`config.mk`:
```
export PLATFORM = sky130hd
export DESIGN_NAME = hsl_pixel_adjust
export DESIGN_NICKNAME = d
export VERILOG_FILES = /design/src/rtl/core/hslpa_pkg.sv /design/src/rtl/core/hslpa_fwd.sv /design/src/rtl/core/hslpa_div.sv /design/src/rtl/core/hslpa_inv.sv /design/src/rtl/core/hsl_pixel_adjust.sv
export SDC_FILE = /design/constraint.sdc
export NUM_CORES = 2
export LEC_CHECK = 0
export ABC_CLOCK_PERIOD_IN_PS = 27100
export BUFFER_PORTS_ARGS = -buffer_cell sky130_fd_sc_hd__buf_4
export CAP_MARGIN = 40
export CORE_MARGIN = 1.5
export CORE_UTILIZATION = 30
export CTS_CLUSTER_SIZE = 10
export DETAILED_ROUTE_END_ITERATION = 16
export GPL_TIMING_DRIVEN = 0
export PLACE_DENSITY = 0.47
export RECOVER_POWER = 100
export SYNTH_ARGS = -nofsm -noshare
export SYNTH_HDL_FRONTEND = slang
export SYNTH_SLANG_ARGS = --single-unit
```
`constraint.sdc`:
```
create_clock -name clk_i -period 27.1 [get_ports clk_i]
set_input_delay 1.355 -clock clk_i [delete_from_list [all_inputs] [get_ports clk_i]]
set_output_delay 1.355 -clock clk_i [all_outputs]
set_load 0.03 [all_outputs]
```
`src/rtl/core/hslpa_pkg.sv`:
```
`timescale 1ns / 1ps

package hslpa_pkg;

  // register indexes on paddr[3:2]
  localparam logic [1:0] RegHue        = 2'd0;
  localparam logic [1:0] RegSaturation = 2'd1;
  localparam logic [1:0] RegLightness  = 2'd2;

  localparam int unsigned DivSteps = 9;

  // floor(x / 51) for x = 10 * sum: sum * 205610 >> 20, just above 2^20 * 10 / 51
  localparam logic [17:0] LightRecip = 18'd205610;
  // floor(w / 625) for w < 2^18: w * ceil(2^28 / 625) >> 28
  localparam logic [18:0] OutRecip   = 19'd429497;

  typedef enum logic [2:0] {
    HUE_GRAY,
    HUE_RED_UP,
    HUE_RED_WRAP,
    HUE_GREEN,
    HUE_BLUE
  } hue_case_e;

  typedef enum logic [2:0] {
    SEC_0,
    SEC_60,
    SEC_120,
    SEC_180,
    SEC_240,
    SEC_300
  } sector_e;

  // shared pipeline control: valid of the stage and the global advance
  typedef struct packed {
    logic valid;
    logic adv;
  } pipe_ctl_t;

endpackage

```
`src/rtl/core/hslpa_fwd.sv`:
```
`timescale 1ns / 1ps

module hslpa_fwd (
  input  logic                clk_i,
  input  logic                rst_ni,
  input  hslpa_pkg::pipe_ctl_t ctl_i,
  input  logic [7:0]          red_i,
  input  logic [7:0]          green_i,
  input  logic [7:0]          blue_i,
  output logic                valid_o,
  output logic [16:0]         hue_num_o,
  output logic [7:0]          hue_div_o,
  output logic [16:0]         sat_num_o,
  output logic [7:0]          sat_div_o,
  output logic [6:0]          light_o
);

  // stage 1: extremes and case
  logic                 v1_q;
  logic [7:0]           d_q;
  logic [8:0]           sum_q;
  logic signed [8:0]    diff_q;
  hslpa_pkg::hue_case_e case_q;

  logic [7:0]           mx, mn;
  logic signed [8:0]    diff_d;
  hslpa_pkg::hue_case_e case_d;
  logic                 rmax, gmax;

  always_comb begin
    mx = red_i;
    if (green_i > mx) mx = green_i;
    if (blue_i > mx) mx = blue_i;
    mn = red_i;
    if (green_i < mn) mn = green_i;
    if (blue_i < mn) mn = blue_i;
    rmax = (mx == red_i);
    gmax = !rmax && (mx == green_i);
    if (mx == mn) begin
      case_d = hslpa_pkg::HUE_GRAY;
      diff_d = 9'sd0;
    end else if (rmax) begin
      if (green_i >= blue_i) begin
        case_d = hslpa_pkg::HUE_RED_UP;
        diff_d = $signed({1'b0, green_i}) - $signed({1'b0, blue_i});
      end else begin
        case_d = hslpa_pkg::HUE_RED_WRAP;
        diff_d = $signed({1'b0, blue_i}) - $signed({1'b0, green_i});
      end
    end else if (gmax) begin
      case_d = hslpa_pkg::HUE_GREEN;
      diff_d = $signed({1'b0, blue_i}) - $signed({1'b0, red_i});
    end else begin
      case_d = hslpa_pkg::HUE_BLUE;
      diff_d = $signed({1'b0, red_i}) - $signed({1'b0, green_i});
    end
  end

  always_ff @(posedge clk_i or negedge rst_ni) begin
    if (!rst_ni) begin
      v1_q <= 1'b0;
    end else if (ctl_i.adv) begin
      v1_q <= ctl_i.valid;
    end
  end

  always_ff @(posedge clk_i) begin
    if (ctl_i.adv) begin
      d_q    <= mx - mn;
      sum_q  <= {1'b0, mx} + {1'b0, mn};
      diff_q <= diff_d;
      case_q <= case_d;
    end
  end

  // stage 2: dividends, divisors, lightness
  logic signed [18:0] dx, dd, hn;
  logic [7:0]         den;
  logic [26:0]        lprod;
  logic [16:0]        hue_num_d;

  always_comb begin
    dx = {{10{diff_q[8]}}, diff_q};
    dd = $signed({11'b0, d_q});
    case (case_q)
      hslpa_pkg::HUE_RED_UP:   hn = 19'sd60 * dx;
      hslpa_pkg::HUE_RED_WRAP: hn = 19'sd360 * dd - 19'sd60 * dx;
      hslpa_pkg::HUE_GREEN:    hn = 19'sd60 * dx + 19'sd120 * dd;
      hslpa_pkg::HUE_BLUE:     hn = 19'sd60 * dx + 19'sd240 * dd;
      default:                 hn = 19'sd0;
    endcase
    hue_num_d = hn[16:0];
    if (sum_q <= 9'd255) den = sum_q[7:0];
    else den = 8'(10'd510 - {1'b0, sum_q});
    lprod = 27'(sum_q) * 27'(hslpa_pkg::LightRecip);
  end

  always_ff @(posedge clk_i or negedge rst_ni) begin
    if (!rst_ni) begin
      valid_o <= 1'b0;
    end else if (ctl_i.adv) begin
      valid_o <= v1_q;
    end
  end

  // gray pixels divide zero hue by one; a zero saturation divisor is forced to one
  always_ff @(posedge clk_i) begin
    if (ctl_i.adv) begin
      hue_num_o <= hue_num_d;
      hue_div_o <= (d_q == 8'd0) ? 8'd1 : d_q;
      sat_num_o <= 17'(d_q) * 17'd100;
      sat_div_o <= (den == 8'd0) ? 8'd1 : den;
      light_o   <= lprod[26:20];
    end
  end

endmodule

```
`src/rtl/core/hslpa_div.sv`:
```
`timescale 1ns / 1ps

module hslpa_div (
  input  logic                clk_i,
  input  logic                rst_ni,
  input  hslpa_pkg::pipe_ctl_t ctl_i,
  input  logic [16:0]         hue_num_i,
  input  logic [7:0]          hue_div_i,
  input  logic [16:0]         sat_num_i,
  input  logic [7:0]          sat_div_i,
  input  logic [6:0]          light_i,
  output logic                valid_o,
  output logic [8:0]          hue_o,
  output logic [6:0]          sat_o,
  output logic [6:0]          light_o
);

  localparam int unsigned N = hslpa_pkg::DivSteps;

  logic        v_q    [N];
  logic [16:0] hrem_q [N];
  logic [8:0]  hq_q   [N];
  logic [7:0]  hdv_q  [N];
  logic [16:0] srem_q [N];
  logic [8:0]  sq_q   [N];
  logic [7:0]  sdv_q  [N];
  logic [6:0]  l_q    [N];

  for (genvar j = 0; j < N; j++) begin : g_step
    logic        v_p;
    logic [16:0] hrem_p, srem_p, hsh, ssh;
    logic [8:0]  hq_p, sq_p;
    logic [7:0]  hdv_p, sdv_p;
    logic [6:0]  l_p;

    if (j == 0) begin : g_first
      always_comb begin
        v_p    = ctl_i.valid;
        hrem_p = hue_num_i;
        hq_p   = '0;
        hdv_p  = hue_div_i;
        srem_p = sat_num_i;
        sq_p   = '0;
        sdv_p  = sat_div_i;
        l_p    = light_i;
      end
    end else begin : g_next
      always_comb begin
        v_p    = v_q[j-1];
        hrem_p = hrem_q[j-1];
        hq_p   = hq_q[j-1];
        hdv_p  = hdv_q[j-1];
        srem_p = srem_q[j-1];
        sq_p   = sq_q[j-1];
        sdv_p  = sdv_q[j-1];
        l_p    = l_q[j-1];
      end
    end

    // one quotient bit per stage, most significant first
    assign hsh = 17'(hdv_p) << (N - 1 - j);
    assign ssh = 17'(sdv_p) << (N - 1 - j);

    always_ff @(posedge clk_i or negedge rst_ni) begin
      if (!rst_ni) begin
        v_q[j] <= 1'b0;
      end else if (ctl_i.adv) begin
        v_q[j] <= v_p;
      end
    end

    always_ff @(posedge clk_i) begin
      if (ctl_i.adv) begin
        hdv_q[j] <= hdv_p;
        sdv_q[j] <= sdv_p;
        l_q[j]   <= l_p;
        if (hrem_p >= hsh) begin
          hrem_q[j] <= hrem_p - hsh;
          hq_q[j]   <= hq_p | (9'd1 << (N - 1 - j));
        end else begin
          hrem_q[j] <= hrem_p;
          hq_q[j]   <= hq_p;
        end
        if (srem_p >= ssh) begin
          srem_q[j] <= srem_p - ssh;
          sq_q[j]   <= sq_p | (9'd1 << (N - 1 - j));
        end else begin
          srem_q[j] <= srem_p;
          sq_q[j]   <= sq_p;
        end
      end
    end
  end

  assign valid_o = v_q[N-1];
  assign hue_o   = hq_q[N-1];
  assign sat_o   = sq_q[N-1][6:0];
  assign light_o = l_q[N-1];

endmodule

```
`src/rtl/core/hslpa_inv.sv`:
```
`timescale 1ns / 1ps

module hslpa_inv (
  input  logic                clk_i,
  input  logic                rst_ni,
  input  hslpa_pkg::pipe_ctl_t ctl_i,
  input  logic [9:0]          hue_off_i,
  input  logic [7:0]          sat_off_i,
  input  logic [7:0]          light_off_i,
  input  logic [8:0]          hue_i,
  input  logic [6:0]          sat_i,
  input  logic [6:0]          light_i,
  output logic                valid_o,
  output logic [7:0]          red_o,
  output logic [7:0]          green_o,
  output logic [7:0]          blue_o
);

  // stage A: offsets
  logic              va_q;
  logic [8:0]        ha_q;
  logic [6:0]        sa_q, la_q;
  logic signed [10:0] hs;
  logic signed [8:0]  ss, ls;
  logic [8:0]        ha_d;
  logic [6:0]        sa_d, la_d;

  always_comb begin
    hs = $signed({2'b0, hue_i}) + $signed({hue_off_i[9], hue_off_i});
    ss = $signed({2'b0, sat_i}) + $signed({sat_off_i[7], sat_off_i});
    ls = $signed({2'b0, light_i}) + $signed({light_off_i[7], light_off_i});
    // out of range hue drops to zero, no wrap
    if (hs < 11'sd0 || hs >= 11'sd360) ha_d = 9'd0;
    else ha_d = hs[8:0];
    if (ss < 9'sd0) sa_d = 7'd0;
    else if (ss > 9'sd100) sa_d = 7'd100;
    else sa_d = ss[6:0];
    if (ls < 9'sd0) la_d = 7'd0;
    else if (ls > 9'sd100) la_d = 7'd100;
    else la_d = ls[6:0];
  end

  // stage B: chroma numerator, ramp, sector
  logic                 vb_q;
  logic [13:0]          cn_q;
  logic [5:0]           k_q;
  logic [6:0]           lb_q;
  hslpa_pkg::sector_e   secb_q;
  logic [7:0]           t, hm;
  logic [6:0]           w;
  logic [5:0]           k_d;
  hslpa_pkg::sector_e   sec_d;

  always_comb begin
    t = (la_q >= 7'd50) ? 8'({la_q, 1'b0} - 8'd100) : 8'(8'd100 - {la_q, 1'b0});
    w = 7'(8'd100 - t);
    if (ha_q >= 9'd240) hm = 8'(ha_q - 9'd240);
    else if (ha_q >= 9'd120) hm = 8'(ha_q - 9'd120);
    else hm = ha_q[7:0];
    k_d = (hm >= 8'd60) ? 6'(8'd120 - hm) : hm[5:0];
    if (ha_q < 9'd60) sec_d = hslpa_pkg::SEC_0;
    else if (ha_q < 9'd120) sec_d = hslpa_pkg::SEC_60;
    else if (ha_q < 9'd180) sec_d = hslpa_pkg::SEC_120;
    else if (ha_q < 9'd240) sec_d = hslpa_pkg::SEC_180;
    else if (ha_q < 9'd300) sec_d = hslpa_pkg::SEC_240;
    else sec_d = hslpa_pkg::SEC_300;
  end

  // stage C: C, X and m, all over 600000
  logic                 vc_q;
  logic [19:0]          c_q, x_q, m_q;
  hslpa_pkg::sector_e   secc_q;
  logic [14:0]          lm;

  assign lm = 15'(15'(lb_q) * 15'd200 - 15'(cn_q));

  // stage D: per channel sum and first scale
  logic        vd_q;
  logic [19:0] wr_q, wg_q, wb_q;
  logic [19:0] pr, pg, pb;
  logic [25:0] zr, zg, zb;

  always_comb begin
    case (secc_q)
      hslpa_pkg::SEC_0:   begin pr = c_q;   pg = x_q;   pb = 20'd0; end
      hslpa_pkg::SEC_60:  begin pr = x_q;   pg = c_q;   pb = 20'd0; end
      hslpa_pkg::SEC_120: begin pr = 20'd0; pg = c_q;   pb = x_q;   end
      hslpa_pkg::SEC_180: begin pr = 20'd0; pg = x_q;   pb = c_q;   end
      hslpa_pkg::SEC_240: begin pr = x_q;   pg = 20'd0; pb = c_q;   end
      default:            begin pr = c_q;   pg = 20'd0; pb = x_q;   end
    endcase
    // 255 / 600000 = 17 / (64 * 625)
    zr = (26'(pr) + 26'(m_q)) * 26'd17;
    zg = (26'(pg) + 26'(m_q)) * 26'd17;
    zb = (26'(pb) + 26'(m_q)) * 26'd17;
  end

  // stage E: divide by 625 and clamp
  logic [38:0] qr, qg, qb;

  assign qr = 39'(wr_q) * 39'(hslpa_pkg::OutRecip);
  assign qg = 39'(wg_q) * 39'(hslpa_pkg::OutRecip);
  assign qb = 39'(wb_q) * 39'(hslpa_pkg::OutRecip);

  always_ff @(posedge clk_i or negedge rst_ni) begin
    if (!rst_ni) begin
      va_q    <= 1'b0;
      vb_q    <= 1'b0;
      vc_q    <= 1'b0;
      vd_q    <= 1'b0;
      valid_o <= 1'b0;
    end else if (ctl_i.adv) begin
      va_q    <= ctl_i.valid;
      vb_q    <= va_q;
      vc_q    <= vb_q;
      vd_q    <= vc_q;
      valid_o <= vd_q;
    end
  end

  always_ff @(posedge clk_i) begin
    if (ctl_i.adv) begin
      ha_q   <= ha_d;
      sa_q   <= sa_d;
      la_q   <= la_d;
      cn_q   <= 14'(w) * 14'(sa_q);
      k_q    <= k_d;
      lb_q   <= la_q;
      secb_q <= sec_d;
      c_q    <= 20'(cn_q) * 20'd60;
      x_q    <= 20'(cn_q) * 20'(k_q);
      m_q    <= 20'(lm) * 20'd30;
      secc_q <= secb_q;
      wr_q   <= zr[25:6];
      wg_q   <= zg[25:6];
      wb_q   <= zb[25:6];
      red_o   <= (qr[38:28] > 11'd255) ? 8'd255 : qr[35:28];
      green_o <= (qg[38:28] > 11'd255) ? 8'd255 : qg[35:28];
      blue_o  <= (qb[38:28] > 11'd255) ? 8'd255 : qb[35:28];
    end
  end

endmodule

```
`src/rtl/core/hsl_pixel_adjust.sv`:
```
`timescale 1ns / 1ps
// channel   direction  handshake                 payload
// pixel in  input      in_valid_i / in_ready_o   red_in_i, green_in_i, blue_in_i
// pixel out output     out_valid_o / out_ready_i red_out_o, green_out_o, blue_out_o
// config    input      APB psel/penable/pwrite   hue, saturation, lightness offsets
//
// One pixel per cycle while the output is not stalled, through 16 register stages.
// Hue and saturation pass through the 9-stage restoring divider.
// Reset clears all valid bits and the offsets to zero.
// A stall on the output freezes the whole pipeline in place; nothing is lost.
module hsl_pixel_adjust (
  input  logic        clk_i,
  input  logic        rst_ni,
  input  logic        psel,
  input  logic        penable,
  input  logic        pwrite,
  input  logic [3:0]  paddr,
  input  logic [31:0] pwdata,
  output logic [31:0] prdata,
  output logic        pready,
  input  logic        in_valid_i,
  output logic        in_ready_o,
  input  logic [7:0]  red_in_i,
  input  logic [7:0]  green_in_i,
  input  logic [7:0]  blue_in_i,
  output logic        out_valid_o,
  input  logic        out_ready_i,
  output logic [7:0]  red_out_o,
  output logic [7:0]  green_out_o,
  output logic [7:0]  blue_out_o
);

  logic [9:0] hue_off_q;
  logic [7:0] sat_off_q, light_off_q;
  logic       adv;

  assign pready = 1'b1;

  always_ff @(posedge clk_i or negedge rst_ni) begin
    if (!rst_ni) begin
      hue_off_q   <= '0;
      sat_off_q   <= '0;
      light_off_q <= '0;
    end else if (psel && penable && pwrite) begin
      case (paddr[3:2])
        hslpa_pkg::RegHue:        hue_off_q   <= pwdata[9:0];
        hslpa_pkg::RegSaturation: sat_off_q   <= pwdata[7:0];
        hslpa_pkg::RegLightness:  light_off_q <= pwdata[7:0];
        default: ;
      endcase
    end
  end

  always_comb begin
    case (paddr[3:2])
      hslpa_pkg::RegHue:        prdata = {22'b0, hue_off_q};
      hslpa_pkg::RegSaturation: prdata = {24'b0, sat_off_q};
      hslpa_pkg::RegLightness:  prdata = {24'b0, light_off_q};
      default:                  prdata = '0;
    endcase
  end

  // advance everything while the output register is empty or being taken
  assign adv        = !out_valid_o || out_ready_i;
  assign in_ready_o = adv;

  hslpa_pkg::pipe_ctl_t ctl_in, ctl_div, ctl_inv;
  logic        fwd_valid, div_valid;
  logic [16:0] hue_num, sat_num;
  logic [7:0]  hue_dv, sat_dv;
  logic [6:0]  light_f, light_d, sat_q7;
  logic [8:0]  hue_q9;

  assign ctl_in  = '{valid: in_valid_i, adv: adv};
  assign ctl_div = '{valid: fwd_valid, adv: adv};
  assign ctl_inv = '{valid: div_valid, adv: adv};

  hslpa_fwd u_fwd (
    .clk_i     (clk_i),
    .rst_ni    (rst_ni),
    .ctl_i     (ctl_in),
    .red_i     (red_in_i),
    .green_i   (green_in_i),
    .blue_i    (blue_in_i),
    .valid_o   (fwd_valid),
    .hue_num_o (hue_num),
    .hue_div_o (hue_dv),
    .sat_num_o (sat_num),
    .sat_div_o (sat_dv),
    .light_o   (light_f)
  );

  hslpa_div u_div (
    .clk_i     (clk_i),
    .rst_ni    (rst_ni),
    .ctl_i     (ctl_div),
    .hue_num_i (hue_num),
    .hue_div_i (hue_dv),
    .sat_num_i (sat_num),
    .sat_div_i (sat_dv),
    .light_i   (light_f),
    .valid_o   (div_valid),
    .hue_o     (hue_q9),
    .sat_o     (sat_q7),
    .light_o   (light_d)
  );

  hslpa_inv u_inv (
    .clk_i       (clk_i),
    .rst_ni      (rst_ni),
    .ctl_i       (ctl_inv),
    .hue_off_i   (hue_off_q),
    .sat_off_i   (sat_off_q),
    .light_off_i (light_off_q),
    .hue_i       (hue_q9),
    .sat_i       (sat_q7),
    .light_i     (light_d),
    .valid_o     (out_valid_o),
    .red_o       (red_out_o),
    .green_o     (green_out_o),
    .blue_o      (blue_out_o)
  );

endmodule

```
* Word level (Yosys, flattened, before mapping)
Memory sizes are Yosys's and may differ from the RTL's. Index checks and enable logic that the tools add are counted.
Storage, ports and cells: input port bits 67, memories kept 7, logic and storage cells 401, register bits 321, RAM bits 675
Cells by class: equality and inequality tests 13, add/sub/neg operators 41, reduce and logical (&&, ||, !) cells 24, bitwise operators 36, multiplexer cells 172, order comparisons 42, multiply operators 17
Memories:
- u_div.hrem_q | words 9, bits a word 17, read ports 8, clocked after Yosys merged registers in 0, wr ports 9, line hslpa_div.sv:21 | logic [16:0] hrem_q [N];
- u_div.srem_q | words 9, bits a word 17, read ports 8, clocked after Yosys merged registers in 0, wr ports 9, line hslpa_div.sv:24 | logic [16:0] srem_q [N];
- u_div.hq_q | words 9, bits a word 9, read ports 9, clocked after Yosys merged registers in 0, wr ports 9, line hslpa_div.sv:22 | logic [8:0] hq_q [N];
- u_div.sq_q | words 9, bits a word 9, read ports 9, clocked after Yosys merged registers in 0, wr ports 9, line hslpa_div.sv:25 | logic [8:0] sq_q [N];
- u_div.hdv_q | words 9, bits a word 8, read ports 8, clocked after Yosys merged registers in 0, wr ports 9, line hslpa_div.sv:23 | logic [7:0] hdv_q [N];
- u_div.sdv_q | words 9, bits a word 8, read ports 8, clocked after Yosys merged registers in 0, wr ports 9, line hslpa_div.sv:26 | logic [7:0] sdv_q [N];
- +1 memories
Operators by type and width (number):
- 17-bit 2-to-1 mux | 18
- 9-bit 2-to-1 mux | 21
- 20-bit case mux with 2 select lines | 3
- 20-bit by 19-bit multiplier with 39-bit output, second input constant | 3
- 1-bit 2-to-1 mux | 112
- 26-bit by 5-bit multiplier with 26-bit output, second input constant | 3
- 17-bit case mux with 4 select lines | 1
- 20-bit by 20-bit adder with 21-bit output | 3
- 8-bit 2-to-1 mux | 7
- 1-bit OR | 36
- 8-bit by 8-bit subtractor with 9-bit output | 4
- 17-bit adder | 2
- 17-bit by 10-bit >= comparator with 1-bit output | 2
- 17-bit by 11-bit >= comparator with 1-bit output | 2
- 17-bit by 12-bit >= comparator with 1-bit output | 2
- 17-bit by 13-bit >= comparator with 1-bit output | 2
- 17-bit by 14-bit >= comparator with 1-bit output | 2
- 17-bit by 15-bit >= comparator with 1-bit output | 2
- 17-bit by 8-bit >= comparator with 1-bit output | 2
- 17-bit by 9-bit >= comparator with 1-bit output | 2
- 17-bit by 10-bit subtractor with 17-bit output | 2
- 17-bit by 11-bit subtractor with 17-bit output | 2
- 17-bit by 12-bit subtractor with 17-bit output | 2
- 17-bit by 13-bit subtractor with 17-bit output | 2
- 66 further kinds | 108

* Logic depth before layout (Yosys ltp)
depth after elaboration 9, depth in mapped cells 28

* By module
From an unflattened synthesis, not the netlist that was laid out.
Second synthesis, totals: cell total of the unflattened synthesis 7487, area total of the unflattened synthesis 79785.3 µm²
By module, submodules not included:
- hslpa_inv | area an instance 39686.8 µm², cells each 4046, times used 1
- hslpa_div | area an instance 25866.1 µm², cells each 1990, times used 1
- hslpa_fwd | area an instance 12811.0 µm², cells each 1337, times used 1
- hsl_pixel_adjust | area an instance 1421.4 µm², cells each 114, times used 1

* Worst setup path after synthesis
Ideal clock, no wire load.
path type in2reg, from input out_ready_i, to memory u_div.hdv_q[0][0] (enable), setup time 1457 ps, cell stages on the path 4, setup slack 2596 ps, arrival 23047 ps, required time 25643 ps, path buffers 2, cell sequence nor2b_1 > inv_1 > clkbuf_1 > clkbuf_1
RTL lines:
- from (decl) | line hsl_pixel_adjust.sv:27 | input logic out_ready_i,
- to (decl) | line hslpa_div.sv:23

* Worst setup path in the final report
from input out_ready_i, to output in_ready_o
Between the ends: cells in the longest elaborated chain, start to end 1
RTL lines:
- 1-bit logical OR | line hsl_pixel_adjust.sv:64 | assign adv = !out_valid_o || out_ready_i;
- to (decl) | line hsl_pixel_adjust.sv:22 | output logic in_ready_o,
Every way passes these cells.

==> flow_metrics.py <==
metrics = {
    "die": {
        "rows": 186,
        "fp.dieW_um": 513,
        "io_pins": 126,
        "core_um2": 258000,
        "dieHeight_um": 513,
        "die-area_um2": 263000,
        "initial_utilization_pct": 30.3,
    },
    "route": {
        "ant_nets": 0,
        "wl_met3_mm": 5.96,
        "dr.first_iter.drc_count": 2319,
        "dr.max_layer_used": "met5",
        "met2_length_mm": 88.0,
        "wirelength_mm": 174,
        "vias": 50913,
        "drt-met1-wl_mm": 76.3,
        "dr.pass1.iters": 6,
        "drc_errors": 0,
        "via_per_inst": 4.59,
        "avgRoutedWirePerCell_um": 15.7,
    },
    "timing": {
        "clock_skew_ns": 0.0533,
        "period_needed_ns": 11.58,
        "tns_ns": 0,
        "max_slew_margin_pct": -126,
        "holdWs_ns": 0.392,
        "slew_violations": 840,
        "worst_slew_pin_slew_ns": 3.39,
        "finalHoldViolations": 0,
        "rsz0062_at_grt": "no",
        "fin_crit_sh_pct": 42.7,
        "fmax_ghz": 0.0864,
        "setup_viol": 0,
    },
    "critical_path": {
        "worst_setup_path_start_kind": "input port",
        "crit_path_frequent_cell": "clkbuf_1",
        "critPathMaxFanout": 63,
        "critPathRequiredTime_ns": 25.74,
        "crit_type": "in -> out",
        "worst_ep_arrival_time_ns": 10.22,
        "timing.rr.start": "u_inv.valid_o$_DFFE_PN0P_",
        "r2r_cells": 7,
        "endpoint_kind": "output pin",
        "crit_slowest_cell": "clkbuf_1",
        "r2r_end": "u_inv.wg_q[4]$_DFFE_PP_",
        "cpPeakStageDelay_ns": 2.49,
        "r2r_setup_slack_ns": 17.70,
        "cp_cell_sequence": "clkbuf_4 > nor2b_1 > inv_1 > clkbuf_1 > clkbuf_1 > clkbuf_1 > clkbuf_1 > clkbuf_1 > clkbuf_1",
    },
    "cells_and_area": {
        "regArea_um2": 24400,
        "final_cell_mix": "inv_1, ha_1, edfxtp_1",
        "multi_input_area_um2": 47400,
        "layout-area-overhead-vs-synth_pct": 10.2,
        "instances_no_fill": 11104,
        "final_common_cell": "inv_1",
        "num-nets-final": 9533,
        "drive_above_1_share_pct": 3.81,
        "nFillCells": 26035,
        "finalInstanceArea_um2": 85900,
    },
    "grt": {
        "grt_pass1_wl_mm": 283,
        "grt.total_usage_pct": 13.4,
        "overflow": 0,
        "first_global_vias": 53326,
        "antenna_found_initial": 7,
        "grt_max_degree": 64,
    },
    "place": {
        "dp_cells": 10924,
        "hpwlAfterDp_mm": 145,
        "dpl-instance-area_um2": 83300,
        "gp_congestion": 0.880,
        "portBuffers": 78,
    },
    "clock_tree": {
        "root_buffer": "clkbuf_16",
        "cts_buffer_depth": 3,
        "cts_tree": "done",
        "cts_hold_buf": 0,
        "ctsHtreeMaxLevel": 3,
        "cts_sinks": 819,
        "cts_buffers": 102,
        "path_clk_slew_ns": 0.06,
        "post_cts_buffers": 0,
        "cts_resized": 0,
        "insertion_delay_ns": 0.75,
    },
    "synth": {
        "ys_seq_area_share_pct": 31.3,
        "syn_area_um2": 78000,
        "postSynthCellCount": 7418,
        "ys_ff_latch": 819,
        "synth.distinct_cells": 98,
        "yosysWarningCount": 0,
        "synthesis.area_per_instance_um2": 10.5,
        "async_flop_share_pct": 5.13,
        "synth_flop_cell": "edfxtp_1",
        "synth_edf_count": 777,
    },
    "run_status": {
        "violations": "max-capacitance violations, max-slew violations",
        "status": "complete, but fails checks",
    },
    "min_path": {
        "min_from": "u_div.l_q[0][16]$_DFFE_PP_",
        "hold_depth": 0,
        "min_path_type": "reg -> reg",
        "worst_hold_path.endpoint": "u_div.l_q[0][23]$_DFFE_PP_",
    },
    "run": {
        "cap_viol_max_count": 15,
    },
}
per-stage QoR:
step / setup slack, ns / util (%)
floorplan: 2.60 / -
global placement: -11.12 / 32.2
detailed placement: 19.58 / 32.3
CTS: 19.92 / 33.6
global route: 14.23 / 33.3
finish: 15.52 / 33.3
routing by layer:
| layer | up-vias | GRT usage [%] |
|---|---|---|
| met4 | 2 | 3.60 |
| met1 | 24708 | 16.6 |
| met2 | 589 | 24.0 |
| li1 | 25415 | - |
| met5 | - | 0 |
| met3 | 199 | 1.88 |
worst max path at each step:
stage	startpoint	end	slack [ns]	cells past startpoint
2_1_floorplan	out_ready_i	u_div.hdv_q[0][0]$_DFFE_PP_	2.60	4
3_3_place_gp	out_ready_i	u_fwd.v1_q$_DFFE_PN0P_	-11.12	7
3_5_place_dp	green_in_i[1]	u_fwd.diff_q[5]$_SDFFCE_PP0P_	19.58	26
4_1_cts	u_inv.wr_q[11]$_DFFE_PP_	u_inv.red_o[7]$_SDFFCE_PN1P_	19.92	21
5_1_grt	out_ready_i	in_ready_o	14.23	9
6_report	out_ready_i	in_ready_o	15.52	9
cells by family after synthesis:
group,after synthesis,synth area share (%)
buffers and inverters,1611,7.90
xor gates and xnor gates,494,5.55
adders and majority gates,1822,35.2
DFF,819,31.3
AOI/OAI and AO/OA,1180,9.90
and+or+nand+nor,1380,8.67
other,2,0.00963
muxes,110,1.50
cell type report:
class / instances / share of cell area, %
Clock inverter: 30 / 0.440
Inverter: 1520 / 6.64
Timing Repair Buffer: 101 / 0.616
Multi-Input combinational cell: 5009 / 55.2
Sequential cell: 819 / 28.4
Antenna cell: 2 / 0.00583
Clock buffer: 148 / 3.22
Tap cell: 3384 / 4.93
Buffer: 91 / 0.516
synthesized netlist by cell type, types with 27 or more instances:
library cell,number,area (um^2)
nor2_1,339,1270
edfxtp_1,777,23300
nand2_1,388,1460
and2_1,87,544
a21o_1,131,983
or3_1,27,169
nor3_1,100,500
inv_1,1520,5710
nand4_1,37,231
clkbuf_1,55,206
a21boi_0,32,240
nand2b_1,86,538
nand3_1,76,380
ha_1,1203,15100
o21ai_0,238,1190
nor2b_1,92,576
o21a_1,67,503
mux2i_1,54,541
nor4_1,31,194
a21oi_1,321,1610
xnor2_1,330,2890
o21bai_1,64,480
mux2_2,55,619
fa_1,619,12400
o31ai_1,33,248
dfrtp_1,42,1050
xor2_1,164,1440
a22o_1,56,490
worst max-delay path: cells and delay by family:
kind / cells / cell delay (ns)
AND/OR/NAND/NOR: 1 / 0.12
buffers and inverters: 8 / 8.60
registers in the layout, summed over array words and instances, names as in the netlist, 9 cells and up:
register and cells:
hue_off_q 10, u_div.hdv_q 64, u_div.hq_q 45, u_div.hrem_q 121
u_div.l_q 63, u_div.sdv_q 64, u_div.sq_q 28, u_div.srem_q 121
u_fwd.diff_q 9, u_fwd.hue_num_o 15, u_fwd.sat_num_o 13, u_fwd.sum_q 9
u_inv.c_q 17, u_inv.cn_q 13, u_inv.ha_q 9, u_inv.m_q 17
u_inv.wb_q 20, u_inv.wg_q 20, u_inv.wr_q 20, u_inv.x_q 19
Power is left out: the tool's default activity adds up to more than one toggle a clock period on the data nets, which glitch-free logic cannot reach.
